[config.mk]
export PLATFORM = sky130hd
export DESIGN_NAME = gdfs_ram
export DESIGN_NICKNAME = d
export VERILOG_FILES = /design/src/rtl/gdfs_ram.sv
export SDC_FILE = /design/constraint.sdc
export NUM_CORES = 1
export LEC_CHECK = 0
export CAP_MARGIN = 20
export CORE_ASPECT_RATIO = 1.2
export CORE_MARGIN = 4
export CORE_UTILIZATION = 50
export CTS_BUF_LIST = sky130_fd_sc_hd__clkbuf_8
export CTS_CLUSTER_DIAMETER = 80
export DETAILED_ROUTE_END_ITERATION = 8
export DONT_BUFFER_PORTS = 1
export HOLD_SLACK_MARGIN = 0.08
export PLACE_DENSITY = 0.73
export REMOVE_ABC_BUFFERS = 1
export SKIP_CTS_REPAIR_TIMING = 1
export SLEW_MARGIN = 10
export SYNTH_ARGS = -nofsm -noshare
export SYNTH_HDL_FRONTEND = slang
export SYNTH_SLANG_ARGS = --single-unit
export TNS_END_PERCENT = 100
[constraint.sdc]
create_clock -name clock -period 1.53 [get_ports clock]
set_input_delay 0 -clock clock [delete_from_list [all_inputs] [get_ports clock]]
set_output_delay 0 -clock clock [all_outputs]
set_load 0.02 [all_outputs]
[src/rtl/gdfs_ram.sv]
`default_nettype none
module gdfs_ram #(
   parameter int WIDTH = 8,
   parameter int DEPTH = 16
) (
   input  logic                     clock,
   input  logic                     wr_en,
   input  logic [$clog2(DEPTH)-1:0] wr_addr,
   input  logic [WIDTH-1:0]         wr_data,
   input  logic                     rd_en,
   input  logic [$clog2(DEPTH)-1:0] rd_addr,
   output logic [WIDTH-1:0]         rd_data
);
   logic [WIDTH-1:0] mem [DEPTH];
   logic [WIDTH-1:0] rd_data_ff;

   always_ff @(posedge clock) begin
      if (wr_en) begin
         mem[wr_addr] <= wr_data;
      end
      if (rd_en) begin
         rd_data_ff <= mem[rd_addr];
      end
   end

   assign rd_data = rd_data_ff;
endmodule
`default_nettype wire

# Word level (Yosys, flattened, before mapping)
# Memories as Yosys holds them, arrays and structs flattened. A register that Yosys moved wholly into a read port is not among the register bits.
# Cells that the tools add are included.
# totals
reg_bits	0
mem_bits_rw	128
out_inout_bits	8
elab_cells	3
memories	1
# classes
muxes	2
# memory_table
memory	depth	width	read_ports	rd_ports_with_merged_regs	wr	line_no	text
mem	16	8	1	1	1	14	logic [WIDTH-1:0] mem [DEPTH];
# op_table
cell	n
$mux W1	2

# Logic depth before layout (Yosys ltp)
# Gate-level depths: netlist of run 1.
# logic_depth
word_depth	2
depth_mapped	5
ltp_nobuf	3

# Worst setup path after synthesis of run 1
# OpenSTA, ideal clock, no wires.
# synth_path
path_type	input -> register
from	input wr_addr[2]
to	memory mem[0][0] (enable)
t_arrival_ns	1.110
t_required_ns	1.147
path_slack_ns	0.037
path_stages	2
cell_sequence	or3b_2 -> nor3_1
# synth_rtl
item	line_no	text
from (decl)	8	input logic [$clog2(DEPTH)-1:0] wr_addr,
to (decl)	14	
# No word-level cell before the write port.

==> out/results.txt, run 1 <==
Yosys reg bits - 136
Nets - 288
Cell Chain, Critical Path - mux4_1, a22oi_1, nand2_1
CP top delay family - multiplexers
top_reg_cell synth - edfxtp_1
DRC Markers - 0
crit path max fanout - 1
Worst Hold Launch - rd_addr[0]
vias in the first global route - 2537
sequential share of power - 0.558
CTS Buf Count - 17
post-synth top area share - 0.7812
placeable core region - 10110 um^2
ys async rst share - 0
worst path bufs/invs - 0
first-pass GRT wire length - 14580 um
initial drt markers - 229
hold_ws - 0.01955 ns
Setup violations, final - 0
ant diodes - 0
RSZ-0062 raised after global routing - false
drt first pass iters - 4
clock share of power - 0.400
Gate Count Post-Synth - 229
H-tree depth - 4
grt ovf - 0
status - finished, final reports clean
Global Route Usage Sum - 0.1693
peak supply drop - 0.8316 mV
post-synthesis sequential area ratio - 0.7812
Worst-Skew Late Latency - 0.42 ns
Peak Freq - 0.6981 GHz
I/O pin count - 27
Max Cap Violations - 0
Clock Tree Root - clkbuf_8
Initial Utilization - 0.5171
number of synthesized flops with an enable pin - 136
clock skew - 0.01096 ns
DR vias - 2413
Tightest Pin Transition - 0.5434 ns
routability cong. - 0.6889
clock transition at the registers of the reported paths - 0.08 ns
antenna violations before repair - 0
Die Y - 120.0 um
worst rel slew slack - 0.6366
CP peak stage delay - 0.49 ns
largest area contributor in the netlist - edfxtp_1
Crit Path Category - reg -> reg
Comb pwr share - 0.042
DIE WIDTH - 101.3 um
cells taking the most area after synthesis - edfxtp_1 (78%), mux4_2 (7.8%), mux4_1 (7.0%)
final worst path period need - 1.433 ns
WL/cell - 23.41 um
hold crit path type - in -> reg
Leakage Power - 1.966 nW
WL final - 9506 um
crit end category - register
die area - 12160 um^2
Slew Viols, Final - 0
largest net degree at the start of global routing - 33
row count - 40
Syn Area/Cell - 22.83 um^2
reg2reg start - mem[2][0]
CP Launch Point - mem[2][0]
Mapped Area - 5228 um^2
Setup crit start kind - register
total power - 7.607 mW
Yosys cell types - 18
fraction of layout instances using a drive strength above 1 - 0.2464
post-route clock period utilization - 0.9363
Clock Sinks - 136
post-route ant nets - 0
Ys Warns - 0
CP required - 1.70 ns
CTS tree - done
design internal power - 6.102 mW
Net Sw Power - 1.505 mW
final hold vios - 0
arrival time worst endpoint - 1.61 ns
Power per Cell Area - 1270 nW/um^2
DR vias/cell - 5.943
area growth from synthesis to layout - 14.58%
Worst path slowest cell - mux4_1
Max clock buf depth - 2
PortBufs - 0
fraction of power spent switching nets - 0.1978
final timing paths:
check,to,depth (start not counted),slack (ns)
max reg2reg,rd_data[0],3,0.1
min reg2reg,rd_data[2],3,0.76
min,rd_data[4],3,0.02
max,rd_data[0],3,0.1
per-stage QoR:
step / cell area, um^2 / worst slack, ns / utilization / std cells / TNS (ns)
global route: 5989 / 0.01289 / 0.5925 / 406 / 0
detailed placement: 5434 / -0.03074 / 0.5375 / 363 / -0.03074
CTS: 5848 / -0.07632 / 0.5785 / 393 / -0.07632
floorplan: 5141 / 0.03713 / - / 219 / 0
global placement: 5434 / 0.01459 / 0.5375 / 363 / 0
finish: 5989 / 0.09746 / 0.5925 / 406 / 0
worst register-to-register path: cells and delay by family (launching register included):
kind	cells	cell delay, ns
muxes	1	0.49
DFF	1	0.36
AOI/OAI and AO/OA	1	0.27
and+or+nand+nor	1	0.08
cells in the mapped netlist, types with 2 or more instances:
cell type	n
mux4_2	18
mux4_1	14
nand2_1	9
nand3b_1	2
buf_6	3
a22oi_1	16
nor3_1	4
clkdlybuf4s25_2	3
buf_2	3
nor2_1	13
nand2b_1	2
edfxtp_1	136
flip-flops by register name, summed over array words and instances (netlist names):
name	flops
mem	128
rd_data	8
final cells by class:
type | count | area (um^2)
clock buffer | 17 | 234.0
sequential | 136 | 4084
fill | 743 | 4120
multi-input combinational | 83 | 1059
tap | 126 | 157.7
clock inverter | 13 | 180.2
timing repair buffer | 31 | 275.3
layout by cell type, fill, tap and decap left out:
master and instances:
dlygate4sd3_1 12, clkinv_4 2, inv_6 1, and2b_1 1
clkinv_1 1, buf_4 18, mux4_1 13, nor2_1 13
nand3_1 1, mux4_2 19, clkinvlp_4 2, a22oi_1 15
nor3_1 4, buf_12 1, nand2_1 9, bufinv_16 4
a22oi_2 1, nor2b_1 1, or3b_2 1, and2_1 1
clkbuf_8 17, clkinv_2 3, nand2b_1 2, edfxtp_1 136
nand3b_1 2
layer usage:
metal / GRT usage / up-vias / routed length (um)
li1: - / 1058 / -
met1: 0.2352 / 1254 / 3767
met2: 0.2598 / 94 / 4929
met3: 0.05349 / 7 / 726
met4: 0.04738 / 0 / 82
met5: 0 / - / 0
cells by family after synthesis:
group	count (synthesis)	share of synthesized area
buf+inv	10	0.01651
flops	136	0.7812
mux	32	0.1479
simple gates	35	0.03136
compound gates	16	0.02298
power by group through the flow:
stage / clock network (mW) / logic, mW / registers [mW]
after floorplan: 0 / 0.167 / 4.31
after global placement: 0 / 0.222 / 4.32
after global routing: 3.31 / 0.352 / 4.25
after CTS: 3.11 / 0.227 / 4.25
final: 3.04 / 0.321 / 4.24
after detailed placement: 0 / 0.227 / 4.33
Power figures use the tool's default switching activity.
==> inputs of run 2 (changes only) <==
- CORE_UTILIZATION: 50 -> 40
- PLACE_DENSITY: 0.73 -> 0.61
==> out/results.txt, run 2 (synthesized netlist as in run 1, its figures left out) <==
Clock Tree Root - clkbuf_8 (unchanged)
WL/cell - 22.48 um (was 23.41 um)
drt first pass iters - 4 (unchanged)
most flop-heavy register - mem (unchanged)
DRC Markers - 0 (unchanged)
initial drt markers - 172 (was 229)
total power - 7.781 mW (was 7.607 mW)
largest net degree at the start of global routing - 33 (unchanged)
grt ovf - 0 (unchanged)
worst rel slew slack - 0.5913 (was 0.6366)
DIE WIDTH - 112.4 um (was 101.3 um)
reg-to-reg setup timing slack - 0.03 ns (was 0.1 ns)
final worst path period need - 1.497 ns (was 1.433 ns)
area growth from synthesis to layout - 17.26% (was 14.58%)
most frequent cells in the layout - edfxtp_1 (136), buf_4 (22), mux4_2 (19) (was edfxtp_1 (136), mux4_2 (19), buf_4 (18))
Max Cap Violations - 0 (unchanged)
Crit Path Category - reg -> reg (unchanged)
vias in the first global route - 2441 (was 2537)
CTS tree - done (unchanged)
WL final - 10160 um (was 9506 um)
Setup violations, final - 0 (unchanged)
Global Route Usage Sum - 0.1392 (was 0.1693)
crit end category - register (unchanged)
peak supply drop - 0.6823 mV (was 0.8316 mV)
Slew Viols, Final - 0 (unchanged)
Tightest Pin Transition - 0.6111 ns (was 0.5434 ns)
H-tree depth - 4 (unchanged)
most common cell after layout, fill and taps aside - edfxtp_1 (unchanged)
final hold vios - 0 (unchanged)
hold crit path type - in -> reg (unchanged)
row count - 45 (was 40)
CTS Buf Count - 17 (unchanged)
Setup crit start kind - register (unchanged)
DR vias/cell - 5.270 (was 5.943)
Peak Freq - 0.6680 GHz (was 0.6981 GHz)
arrival time worst endpoint - 1.66 ns (was 1.61 ns)
placeable core region - 12720 um^2 (was 10110 um^2)
Fillers - 1076 (was 743)
Leakage Power - 2.006 nW (was 1.966 nW)
Die Y - 133.2 um (was 120.0 um)
Largest register FFs - 128 (unchanged)
Final Instance Area - 6130 um^2 (was 5989 um^2)
antenna violations before repair - 0 (unchanged)
Max clock buf depth - 2 (unchanged)
Post-DP HPWL - 6312 um
hold_ws - 0.004176 ns (was 0.01955 ns)
Clock Sinks - 136 (unchanged)
RSZ-0062 raised after global routing - false (unchanged)
clock transition at the registers of the reported paths - 0.07 ns (was 0.08 ns)
Power per Cell Area - 1269 nW/um^2 (was 1270 nW/um^2)
fin cells - 452 (was 406)
PortBufs - 0 (unchanged)
clock skew - 0.01061 ns (was 0.01096 ns)
Worst-Skew Late Latency - 0.43 ns (was 0.42 ns)
post-route clock period utilization - 0.9784 (was 0.9363)
first-pass GRT wire length - 14930 um (was 14580 um)
Placed Area - 5512 um^2 (was 5434 um^2)
routability cong. - 0.7663 (was 0.6889)
Initial Utilization - 0.4108 (was 0.5171)
ant diodes - 0 (unchanged)
Nets - 294 (was 288)
status - finished, final reports clean (unchanged)
die area - 14970 um^2 (was 12160 um^2)
DR vias - 2382 (was 2413)
fraction of layout instances using a drive strength above 1 - 0.2639 (was 0.2464)
CP required - 1.69 ns (was 1.70 ns)
post-route ant nets - 0 (unchanged)
placed cell count - 405 (was 363)
I/O pin count - 27 (unchanged)
crit path max fanout - 1 (unchanged)
-- run 2: changes by cell type in the layout (fill, tap and decap cells not counted) --
cell	previous run	this run
buf_4	18	22
dlygate4sd3_1	12	14
clkinv_4	2	1
a22oi_1	15	12
a22oi_2	1	4
inv_6	1	0
clkinv_1	1	3
clkinvlp_4	2	3
bufinv_16	4	5
-- run 2: final timing paths --
check                  start          to  cells past startpoint
hold reg to reg   mem[15][6]  rd_data[6]                      3
setup reg to reg   mem[8][0]  rd_data[0]                      3
setup / recovery   mem[8][0]  rd_data[0]                      3
hold / removal    rd_addr[0]  rd_data[6]                      3
-- run 2: area by class of cell --
class	instances	area [um^2]	area share
Multi-Input combinational cell	83	1074	0.1751
Clock inverter	15	207.7	0.03388
Tap cell	164	205.2	0.03348
Timing Repair Buffer	37	325.3	0.05307
Sequential cell	136	4084	0.6663
Clock buffer	17	234.0	0.03817
-- run 2: layer usage --
layer  vias to the layer above  GRT usage  wire [um]
met4                         0    0.05144        113
li1                       1073          -          -
met5                         -          0          0
met2                        61     0.2283       5402
met3                         7    0.06497        603
met1                      1241     0.1598       4042
-- run 2: where the power goes --
group          leakage, nW  total [mW]  switching [mW]  internal [mW]
sequential            1.24        4.24          0.0473           4.20
clock                0.214        3.20            1.28           1.91
combinational        0.556       0.341           0.179          0.162
total                 2.01        7.78            1.51           6.27
-- run 2: per-stage QoR --
step,TNS (ns),setup slack [ns],util
finish,0,0.03308,0.4817
global route,0,0.003917,0.4817
CTS,-0.1523,-0.1093,0.4678
detailed placement,-0.1260,-0.1037,0.4331
global placement,-0.07845,-0.05929,0.4331
floorplan,0,0.03713,-
-- run 2: critical path, stage by stage, from the launching register on --
cell      delay (ns)
edfxtp_1        0.37
mux4_2          0.45
a22oi_1         0.32
nand2_1         0.10
