**src/rtl/gdfs_pkg.sv**
```systemverilog
`default_nettype none
package gdfs_pkg;

   localparam int CSR_IDX_W  = 3;
   localparam int CSR_DATA_W = 6;

   localparam logic [CSR_IDX_W-1:0] CSR_ROWS     = 3'd0;
   localparam logic [CSR_IDX_W-1:0] CSR_COLS     = 3'd1;
   localparam logic [CSR_IDX_W-1:0] CSR_ORIGIN_Y = 3'd2;
   localparam logic [CSR_IDX_W-1:0] CSR_ORIGIN_X = 3'd3;
   localparam logic [CSR_IDX_W-1:0] CSR_DEST_Y   = 3'd4;
   localparam logic [CSR_IDX_W-1:0] CSR_DEST_X   = 3'd5;

   typedef enum logic [1:0] {
      OP_LOAD    = 2'd0,
      OP_RESTART = 2'd1,
      OP_STEP    = 2'd2,
      OP_READ    = 2'd3
   } op_type;

   typedef enum logic [2:0] {
      ST_SEARCHING = 3'd0,
      ST_GOAL      = 3'd1,
      ST_NO_PATH   = 3'd2,
      ST_OVERFLOW  = 3'd3,
      ST_DONE      = 3'd4
   } status_type;

   typedef enum logic [3:0] {
      S_CLEAR,
      S_IDLE,
      S_PATH_RD,
      S_POP_CHK,
      S_CL_CHK,
      S_NB_ISSUE,
      S_NB_CHK,
      S_TR_ISSUE,
      S_TR_CHK
   } state_type;

   typedef enum logic [1:0] {
      D_MINUS = 2'd0,
      D_ZERO  = 2'd1,
      D_PLUS  = 2'd2
   } delta_type;

   function automatic delta_type nb_dy(input logic [2:0] k);
      delta_type d;
      unique case (k)
         3'd0, 3'd4: d = D_ZERO;
         3'd1, 3'd2, 3'd3: d = D_MINUS;
         default: d = D_PLUS;
      endcase
      return d;
   endfunction

   function automatic delta_type nb_dx(input logic [2:0] k);
      delta_type d;
      unique case (k)
         3'd0, 3'd1, 3'd7: d = D_PLUS;
         3'd2, 3'd6: d = D_ZERO;
         default: d = D_MINUS;
      endcase
      return d;
   endfunction

endpackage
`default_nettype wire

```
**src/rtl/gdfs_nbr_unit.sv**
```systemverilog
`default_nettype none
module gdfs_nbr_unit #(
   parameter int YW = 5,
   parameter int XW = 5
) (
   input  logic [YW-1:0] y,
   input  logic [XW-1:0] x,
   input  logic [2:0]    k,
   input  logic [8:0]    rows_eff,
   input  logic [8:0]    cols_eff,
   output logic [YW-1:0] ny,
   output logic [XW-1:0] nx,
   output logic          ok
);
   import gdfs_pkg::*;

   delta_type  dy;
   delta_type  dx;
   logic [8:0] ny_w;
   logic [8:0] nx_w;
   logic       neg;

   always_comb begin
      dy   = nb_dy(k);
      dx   = nb_dx(k);
      neg  = 1'b0;
      ny_w = 9'(y);
      nx_w = 9'(x);
      unique case (dy)
         D_MINUS: begin
            neg  = (y == '0);
            ny_w = 9'(y) - 9'd1;
         end
         D_PLUS: ny_w = 9'(y) + 9'd1;
         default: ny_w = 9'(y);
      endcase
      unique case (dx)
         D_MINUS: begin
            neg  = neg | (x == '0);
            nx_w = 9'(x) - 9'd1;
         end
         D_PLUS: nx_w = 9'(x) + 9'd1;
         default: nx_w = 9'(x);
      endcase
      ok = !neg && (ny_w < rows_eff) && (nx_w < cols_eff);
      ny = ny_w[YW-1:0];
      nx = nx_w[XW-1:0];
   end
endmodule
`default_nettype wire

```
**config.mk**
```make
export PLATFORM = sky130hd
export DESIGN_NAME = gdfs_nbr_unit
export DESIGN_NICKNAME = d
export VERILOG_FILES = /design/src/rtl/gdfs_pkg.sv /design/src/rtl/gdfs_nbr_unit.sv
export SDC_FILE = /design/constraint.sdc
export NUM_CORES = 1
export LEC_CHECK = 0
export BUFFER_PORTS_ARGS = -buffer_cell sky130_fd_sc_hd__buf_2
export CAP_MARGIN = 10
export CORE_UTILIZATION = 45
export DETAILED_ROUTE_END_ITERATION = 10
export PLACE_DENSITY = 0.87
export SETUP_SLACK_MARGIN = 0.3
export SYNTH_ARGS = -nofsm -noshare
export SYNTH_HDL_FRONTEND = slang
export SYNTH_SLANG_ARGS = --single-unit
```
**constraint.sdc**
```tcl
create_clock -name vclk -period 2.55
set_input_delay 0.51 -clock vclk [all_inputs]
set_output_delay 0.51 -clock vclk [all_outputs]
set_load 0.01 [all_outputs]
```
## Word-level counts from Yosys, hierarchy flattened

Cells that the tools add are included.

- Add/subtract/negate cells: 4
- Bitwise gates (word level): 1
- Reductions and logical operators: 12
- Eq/ne operators: 8
- $lt $le $gt $ge: 2
- Muxes and demuxes: 6

Operators with widths:

| kind | number |
|---|---|
| 9-bit case mux with 2 select lines | 2 |
| 9-bit < comparator | 2 |
| 5-bit by 1-bit adder with 6-bit output, second input constant | 2 |
| 5-bit by 1-bit subtractor with 6-bit output, second input constant | 2 |
| 5-bit logical NOT | 2 |
| 3-bit equality test, second input constant | 3 |
| 2-bit case mux with 2 select lines | 2 |
| 3-bit by 2-bit equality test with 1-bit output, second input constant | 2 |
| 3-bit OR reduction | 2 |
| 2-bit equality test, second input constant | 2 |
| 2-bit logical NOT | 2 |
| 2-bit OR reduction | 2 |
| 3-bit by 1-bit equality test with 1-bit output, second input constant | 1 |
| 3-bit logical NOT | 1 |
| 1-bit logical AND | 2 |
| 1-bit 2-to-1 mux | 2 |
| 1-bit logical NOT | 1 |
| 1-bit OR | 1 |

- Flip-flop bits (word level): 0
- Output and inout bits: 11
- Logic and storage cells: 33
- Input port bits: 31

## Depth between registers and ports, before layout

Gate-level depths: netlist of the first run.

- Word-level depth: 10
- Depth in mapped cells: 10
- Mapped depth without buffers: 10

## Least setup slack after synthesis of the first run

Ideal clock, no wire load.

- Kind: input -> output
- Start point: in k[2]
- End point: out ok
- Arrival: 2419 ps
- Path buffers: 1
- Stages: 10
- Slack: -379 ps
- Cell sequence: buf_2 -> nand2_1 -> nor3_1 -> o22ai_1 -> xnor2_1 -> ha_1 -> a21o_1 -> a221oi_1 -> a21oi_1 -> nor4_2

RTL lines:

| element | RTL line | source |
|---|---|---|
| start, declared | gdfs_nbr_unit.sv:8 | `input logic [2:0] k,` |
| 3-bit by 2-bit equality test with 1-bit output, or another cell as far along | gdfs_pkg.sv:49 | `unique case (k)` |
| 3-bit OR reduction or 2-bit OR reduction (tied branches) | gdfs_pkg.sv:49 |  |
| 2-bit case mux with 2 select lines * | gdfs_pkg.sv:49 |  |
| 2-bit equality test or 2-bit logical NOT (tied branches) | gdfs_nbr_unit.sv:29 | `unique case (dy)` |
| 9-bit case mux with 2 select lines * | gdfs_nbr_unit.sv:29 |  |
| net ny[3] | gdfs_nbr_unit.sv:11 | `output logic [YW-1:0] ny,` |
| 9-bit < comparator * | gdfs_nbr_unit.sv:45 | `ok = !neg && (ny_w < rows_eff) && (nx_w < cols_eff);` |
| 1-bit logical AND * (2 in a row) | gdfs_nbr_unit.sv:45 |  |
| end, declared | gdfs_nbr_unit.sv:13 | `output logic ok` |

The timed path passes the listed nets; every way through them passes the cells marked *.

## Worst setup path in the final report of the first run

- Start point: in k[2]
- End point: out ok

- Cells in the longest elaborated chain, start to end: 10

Ends and longest elaborated chain:

| element | RTL line |
|---|---|
| branches (longest 9 deep; another with 9-bit < comparator) | - |
| 1-bit logical AND * | gdfs_nbr_unit.sv:45 |

Mark *: on every way between the ends.

==> results.py, run 1 <==
metrics = {
    "outcome": {
        "status": "finished with violations",
        "failed_checks": "setup timing",
    },
    "cells_and_area": {
        "nFillCells": 89,
        "nNetsFinal": 248,
        "synthToLayoutAreaGrowth_pct": 82.0,
        "post-route-cell-area_um2": 1550,
        "antenna_cells": 0,
        "final_util": 0.886,
        "regArea_um2": 0,
        "instances_no_fill": 220,
        "num-clock-buffers": 0,
        "seq_cells": 0,
        "multi_input_area_um2": 895,
        "drive_gt1_frac": 0.533,
    },
    "drt": {
        "antenna_left": 0,
        "first_pass_iters": 4,
        "vias_per_cell": 5.75,
        "dr.first_iter.drc_count": 20,
        "wirelength_um": 3580,
        "vias": 1265,
        "drc": 0,
        "routedWlPerCell_um": 16.3,
    },
    "yosys": {
        "synth_fa_ha_area_frac": 0.295,
        "syn-instance-count": 120,
        "synthMostInstantiatedCell": "inv_1",
        "synthesis.area_um2": 850,
        "yosys.area_share.simple": 0.284,
        "syn_area_per_cell_um2": 7.08,
        "yosysSeqAreaShare": 0,
        "synth_commonest_cells": "inv_1 (21), ha_1 (20), nor2_1 (8), nand2_1 (7), a21oi_1 (6)",
        "synth.area.mux_share": 0.0118,
        "ys_warn_count": 0,
        "yosysUniqueCellTypes": 35,
        "synth_top_area_frac": 0.295,
        "synthesis.nets": 171,
        "synth-xor-area-share": 0.103,
        "yosysTopAreaCell": "ha_1",
        "synthTopCellsByArea": "ha_1 (29%), inv_1 (9.3%), xnor2_1 (5.2%), xor2_1 (5.2%), nand4_1 (3.7%)",
        "synth_top_family_by_area": "adder cells",
        "synth_compound_area_frac": 0.194,
    },
    "timing": {
        "hold_viol": 0,
        "fmax_mhz": 304,
        "setup_ws_ns": -0.736,
        "rsz0062_at_grt": "true",
        "slew_violations": 0,
        "setup_viol": 1,
        "slew_headroom": 0.728,
        "worstMarginPinSlew_ns": 0.403,
        "timing.final.crit_share": 1.29,
        "holdWs_ns": 1.45,
        "period_needed_ns": 3.29,
    },
    "placed_design": {
        "placed_cells": 214,
        "place_congestion": 0.828,
        "dp_hpwl_um": 2300,
        "place_area_um2": 1350,
        "io_buffers": 42,
    },
    "critical_path": {
        "critPathKind": "in -> out",
        "startpoint_type": "primary input",
        "cp_max_fo": 9,
        "cp.arrival_ns": 2.78,
        "cp_data_required_time_ns": 2.04,
        "endpoint_kind": "output port",
    },
    "grt": {
        "grtUsageTotal": 0.310,
        "antenna_found_initial": 0,
        "grt-ovfl-total": 0,
        "grt_pass1_vias": 1153,
        "grt_pass1_wl_um": 4740,
        "grt_max_degree": 10,
    },
    "min_path": {
        "hold_end": "ny[1]",
        "hp-start": "y[1]",
        "hold_class": "in -> out",
        "hold_path_depth": 4,
    },
    "pwr": {
        "p_total_uw": 276,
        "peakVddDrop_v": 0.000117,
        "leakagePower_nw": 0.842,
        "pwr_density_cell_nw_per_um2": 178,
    },
    "floorplan": {
        "core_area_um2": 1750,
        "dieHeight_um": 45.5,
        "die_w_um": 45.5,
        "row_count": 15,
        "io_pins": 42,
        "initial_core_util": 0.487,
        "dieArea_um2": 2070,
    },
    "flow_run": {
        "maxCapViolations": 0,
    },
}
## cells in the final DEF (no fill, tap or decap), types with 4 or more instances in the layout
cell      synthesis  final
buf_4             0     36
buf_2             1     34
inv_1            21     18
ha_1             20     17
nor2_1            8      8
nand2_1           7      6
nand4_1           5      5
xor2_1            5      4
xnor2_1           5      4
o211ai_1          4      4
## worst max path at each step
stage,startpoint,to,depth (start not counted)
floorplan,k[2],ok,10
global placement,k[2],ok,10
detailed placement,k[2],ok,10
CTS,k[1],ok,11
global route,k[2],ok,12
finish,k[2],ok,12
## stage by stage
step | setup slack (ns) | TNS [ns]
floorplan | -0.265 | -0.265
global placement | -0.506 | -0.506
detailed placement | -0.610 | -0.610
CTS | -0.438 | -0.438
global route | -0.818 | -0.818
finish | -0.736 | -0.736
## what timing repair did
item | in CTS | in global routing
buffers inserted | 6 | 0
cloned | 0 | 0
gates resized for setup | 25 | 10
endpoints found under the setup margin | 1 | 1
endpoints found under the hold margin | 0 | 0
hold buffers | 0 | 0
pin swaps | 18 | 6
## area by class of cell
type,instances,share of cell area
inverter,21,0.0510
multi-input combinational,97,0.578
tap,25,0.0202
timing repair buffer,77,0.350
## per-layer routing
| metal | track usage | share of wire | routed length, um |
|---|---|---|---|
| met1 | 0.315 | 0.36 | 1270 |
| met2 | 0.600 | 0.48 | 1730 |
| met3 | 0.0357 | 0.068 | 243 |
| met4 | 0.170 | 0.092 | 329 |
| met5 | 0 | 0 | 0 |
## power breakdown
part | internal (mW) | switching [mW]
logic | 0.140 | 0.136
clock network | 0 | 0
registers | 0 | 0
total | 0.140 | 0.136
## worst max-delay path, cell delays in order
cell,delay (ns)
buf_12,0.10
buf_12,0.11
nand2_4,0.04
nor3_2,0.25
o22ai_1,0.15
xnor2_1,0.31
ha_1,0.32
a21o_1,0.20
a221oi_2,0.35
a21oi_2,0.10
nor4_2,0.15
buf_2,0.18
## kinds of logic after synthesis
group / after synthesis
buffers and inverters: 23
adder cells (fa/ha/maj): 20
AO/OA/AOI/OAI: 25
XOR/XNOR: 10
multiplexers: 1
AND/OR/NAND/NOR: 41
(Power assumes the default switching activity.)
==> run 2: changes to the inputs <==
--- a/config.mk
+++ b/config.mk
@@ -6,10 +6,10 @@
 export NUM_CORES = 1
 export LEC_CHECK = 0
 export BUFFER_PORTS_ARGS = -buffer_cell sky130_fd_sc_hd__buf_2
-export CAP_MARGIN = 10
-export CORE_UTILIZATION = 45
+export CAP_MARGIN = 20
+export CORE_UTILIZATION = 53
 export DETAILED_ROUTE_END_ITERATION = 10
-export PLACE_DENSITY = 0.87
+export PLACE_DENSITY = 0.95
 export SETUP_SLACK_MARGIN = 0.3
 export SYNTH_ARGS = -nofsm -noshare
 export SYNTH_HDL_FRONTEND = slang
==> constraint.sdc (replaced) <==
create_clock -name vclk -period 4.3
set_input_delay 0.86 -clock vclk [all_inputs]
set_output_delay 0.86 -clock vclk [all_outputs]
set_load 0.01 [all_outputs]
==> results.py, run 2 (synthesized netlist as in run 1, its figures left out) <==
metrics = {
    "drt": {
        "wirelength_um": 2160,
        "routed.top_layer": "met4",
        "dr.first_iter.drc_count": 6,
        "first_pass_iters": 3,
        "antenna_left": 0,
        "wl_met3_um": 80,
        "routedWlPerCell_um": 12.3,
        "vias_per_cell": 5.69,
        "drc": 0,
        "wl_met2_um": 1120,
        "vias": 1001,
        "met1_length_um": 927,
    },
    "pwr": {
        "peakVddDrop_v": 0.0000506,
        "leakagePower_nw": 0.631,
        "pwr_density_cell_nw_per_um2": 96.9,
    },
    "cells_and_area": {
        "regArea_um2": 0,
        "final_common_cell": "buf_2",
        "final_cell_mix": "buf_2 (42), inv_1 (21), ha_1 (20)",
        "seq_cells": 0,
        "drive_gt1_frac": 0.294,
        "synthToLayoutAreaGrowth_pct": 26.4,
        "antenna_cells": 0,
        "nFillCells": 136,
        "num-clock-buffers": 0,
        "nNetsFinal": 213,
        "multi_input_area_um2": 764,
    },
    "floorplan": {
        "initial_core_util": 0.564,
        "io_pins": 42,
        "dieHeight_um": 42.0,
        "row_count": 14,
        "dieArea_um2": 1770,
        "die_w_um": 42.0,
        "core_area_um2": 1510,
    },
    "placed_design": {
        "io_buffers": 42,
        "place_congestion": 0.826,
        "pre_cts_slack_ns": 0.481,
        "dp_hpwl_um": 1840,
    },
    "timing": {
        "setup_ws_ns": 0.460,
        "fmax_mhz": 260,
        "setup_viol": 0,
        "tns_ns": 0,
        "rsz0062_at_grt": "false",
        "hold_viol": 0,
        "slew_violations": 0,
        "timing.final.crit_share": 0.893,
        "slew_headroom": 0.648,
        "period_needed_ns": 3.84,
        "worstMarginPinSlew_ns": 0.523,
    },
    "grt": {
        "antenna_found_initial": 0,
        "grtUsageTotal": 0.246,
        "grt_max_degree": 13,
        "grt_pass1_wl_um": 3610,
        "grt-ovfl-total": 0,
        "grt_pass1_vias": 949,
    },
    "clocking": {
        "post_cts_buffers": 0,
    },
    "critical_path": {
        "cp_data_required_time_ns": 3.44,
        "cp.arrival_ns": 2.98,
        "startpoint": "k[2]",
        "crit_path_end": "ok",
        "startpoint_type": "primary input",
        "critPathKind": "in -> out",
        "endpoint_kind": "output port",
        "cp_max_fo": 12,
    },
    "flow_run": {
        "maxCapViolations": 0,
    },
    "min_path": {
        "hold_class": "in -> out",
    },
    "outcome": {
        "status": "completed",
    },
}
run 2: cell count changes in the layout (fill, tap and decap cells not counted), sizes merged:
cell and delta:
clkbuf -2, buf -33
run 2: worst min-delay path by stage:
| stage | startpoint | end | slack, ns | cells past startpoint |
|---|---|---|---|---|
| floorplan | x[0] | nx[0] | 1.81 | 1 |
| detailed placement | y[4] | ny[4] | 2.05 | 3 |
| global placement | y[4] | ny[4] | 2.05 | 3 |
| global route | y[4] | ny[4] | 2.07 | 3 |
| finish | y[4] | ny[4] | 2.05 | 3 |
| CTS | y[4] | ny[4] | 2.05 | 3 |
run 2: cell type report:
cell class	instances	share of cell area
tap	16	0.0186
inverter	21	0.0734
multi-input combinational	97	0.712
timing repair buffer	42	0.196
run 2: per-stage QoR:
step / cell area (um2) / hold slack (ns) / power, mW / std cells / util
after floorplan: 850 / 1.81 / 0.0602 / 120 / -
after global placement: 1060 / 2.05 / 0.0959 / 176 / 0.706
after detailed placement: 1060 / 2.05 / 0.101 / 176 / 0.706
after CTS: 1060 / 2.05 / 0.101 / 176 / 0.706
after global routing: 1070 / 2.07 / 0.117 / 176 / 0.713
final: 1070 / 2.05 / 0.104 / 176 / 0.713
run 2: repair_timing:
action / 4_1_cts / 5_1_grt
endpoints found under the setup margin: 0 / 1
hold buffers: 0 / 0
gates resized for setup: 0 / 2
run 2: power breakdown:
group	total (mW)	leakage, nW	internal (mW)	switching [mW]
clock network	0	0	0	0
registers	0	0	0	0
logic	0.104	0.631	0.0471	0.0570
total	0.104	0.631	0.0471	0.0570
run 2: layer usage:
metal	track usage	vias up
met1	0.276	453
met3	0.00862	4
met2	0.503	29
met4	0.0500	0
met5	0	-
li1	-	515
run 2: worst max-delay path, cell delays in order:
cell	delay [ns]
buf_2	0.17
nor4_1	0.52
and3b_1	0.29
ha_1	0.26
a21o_1	0.18
a21oi_1	0.16
o211ai_1	0.11
nor4_2	0.25
buf_2	0.17
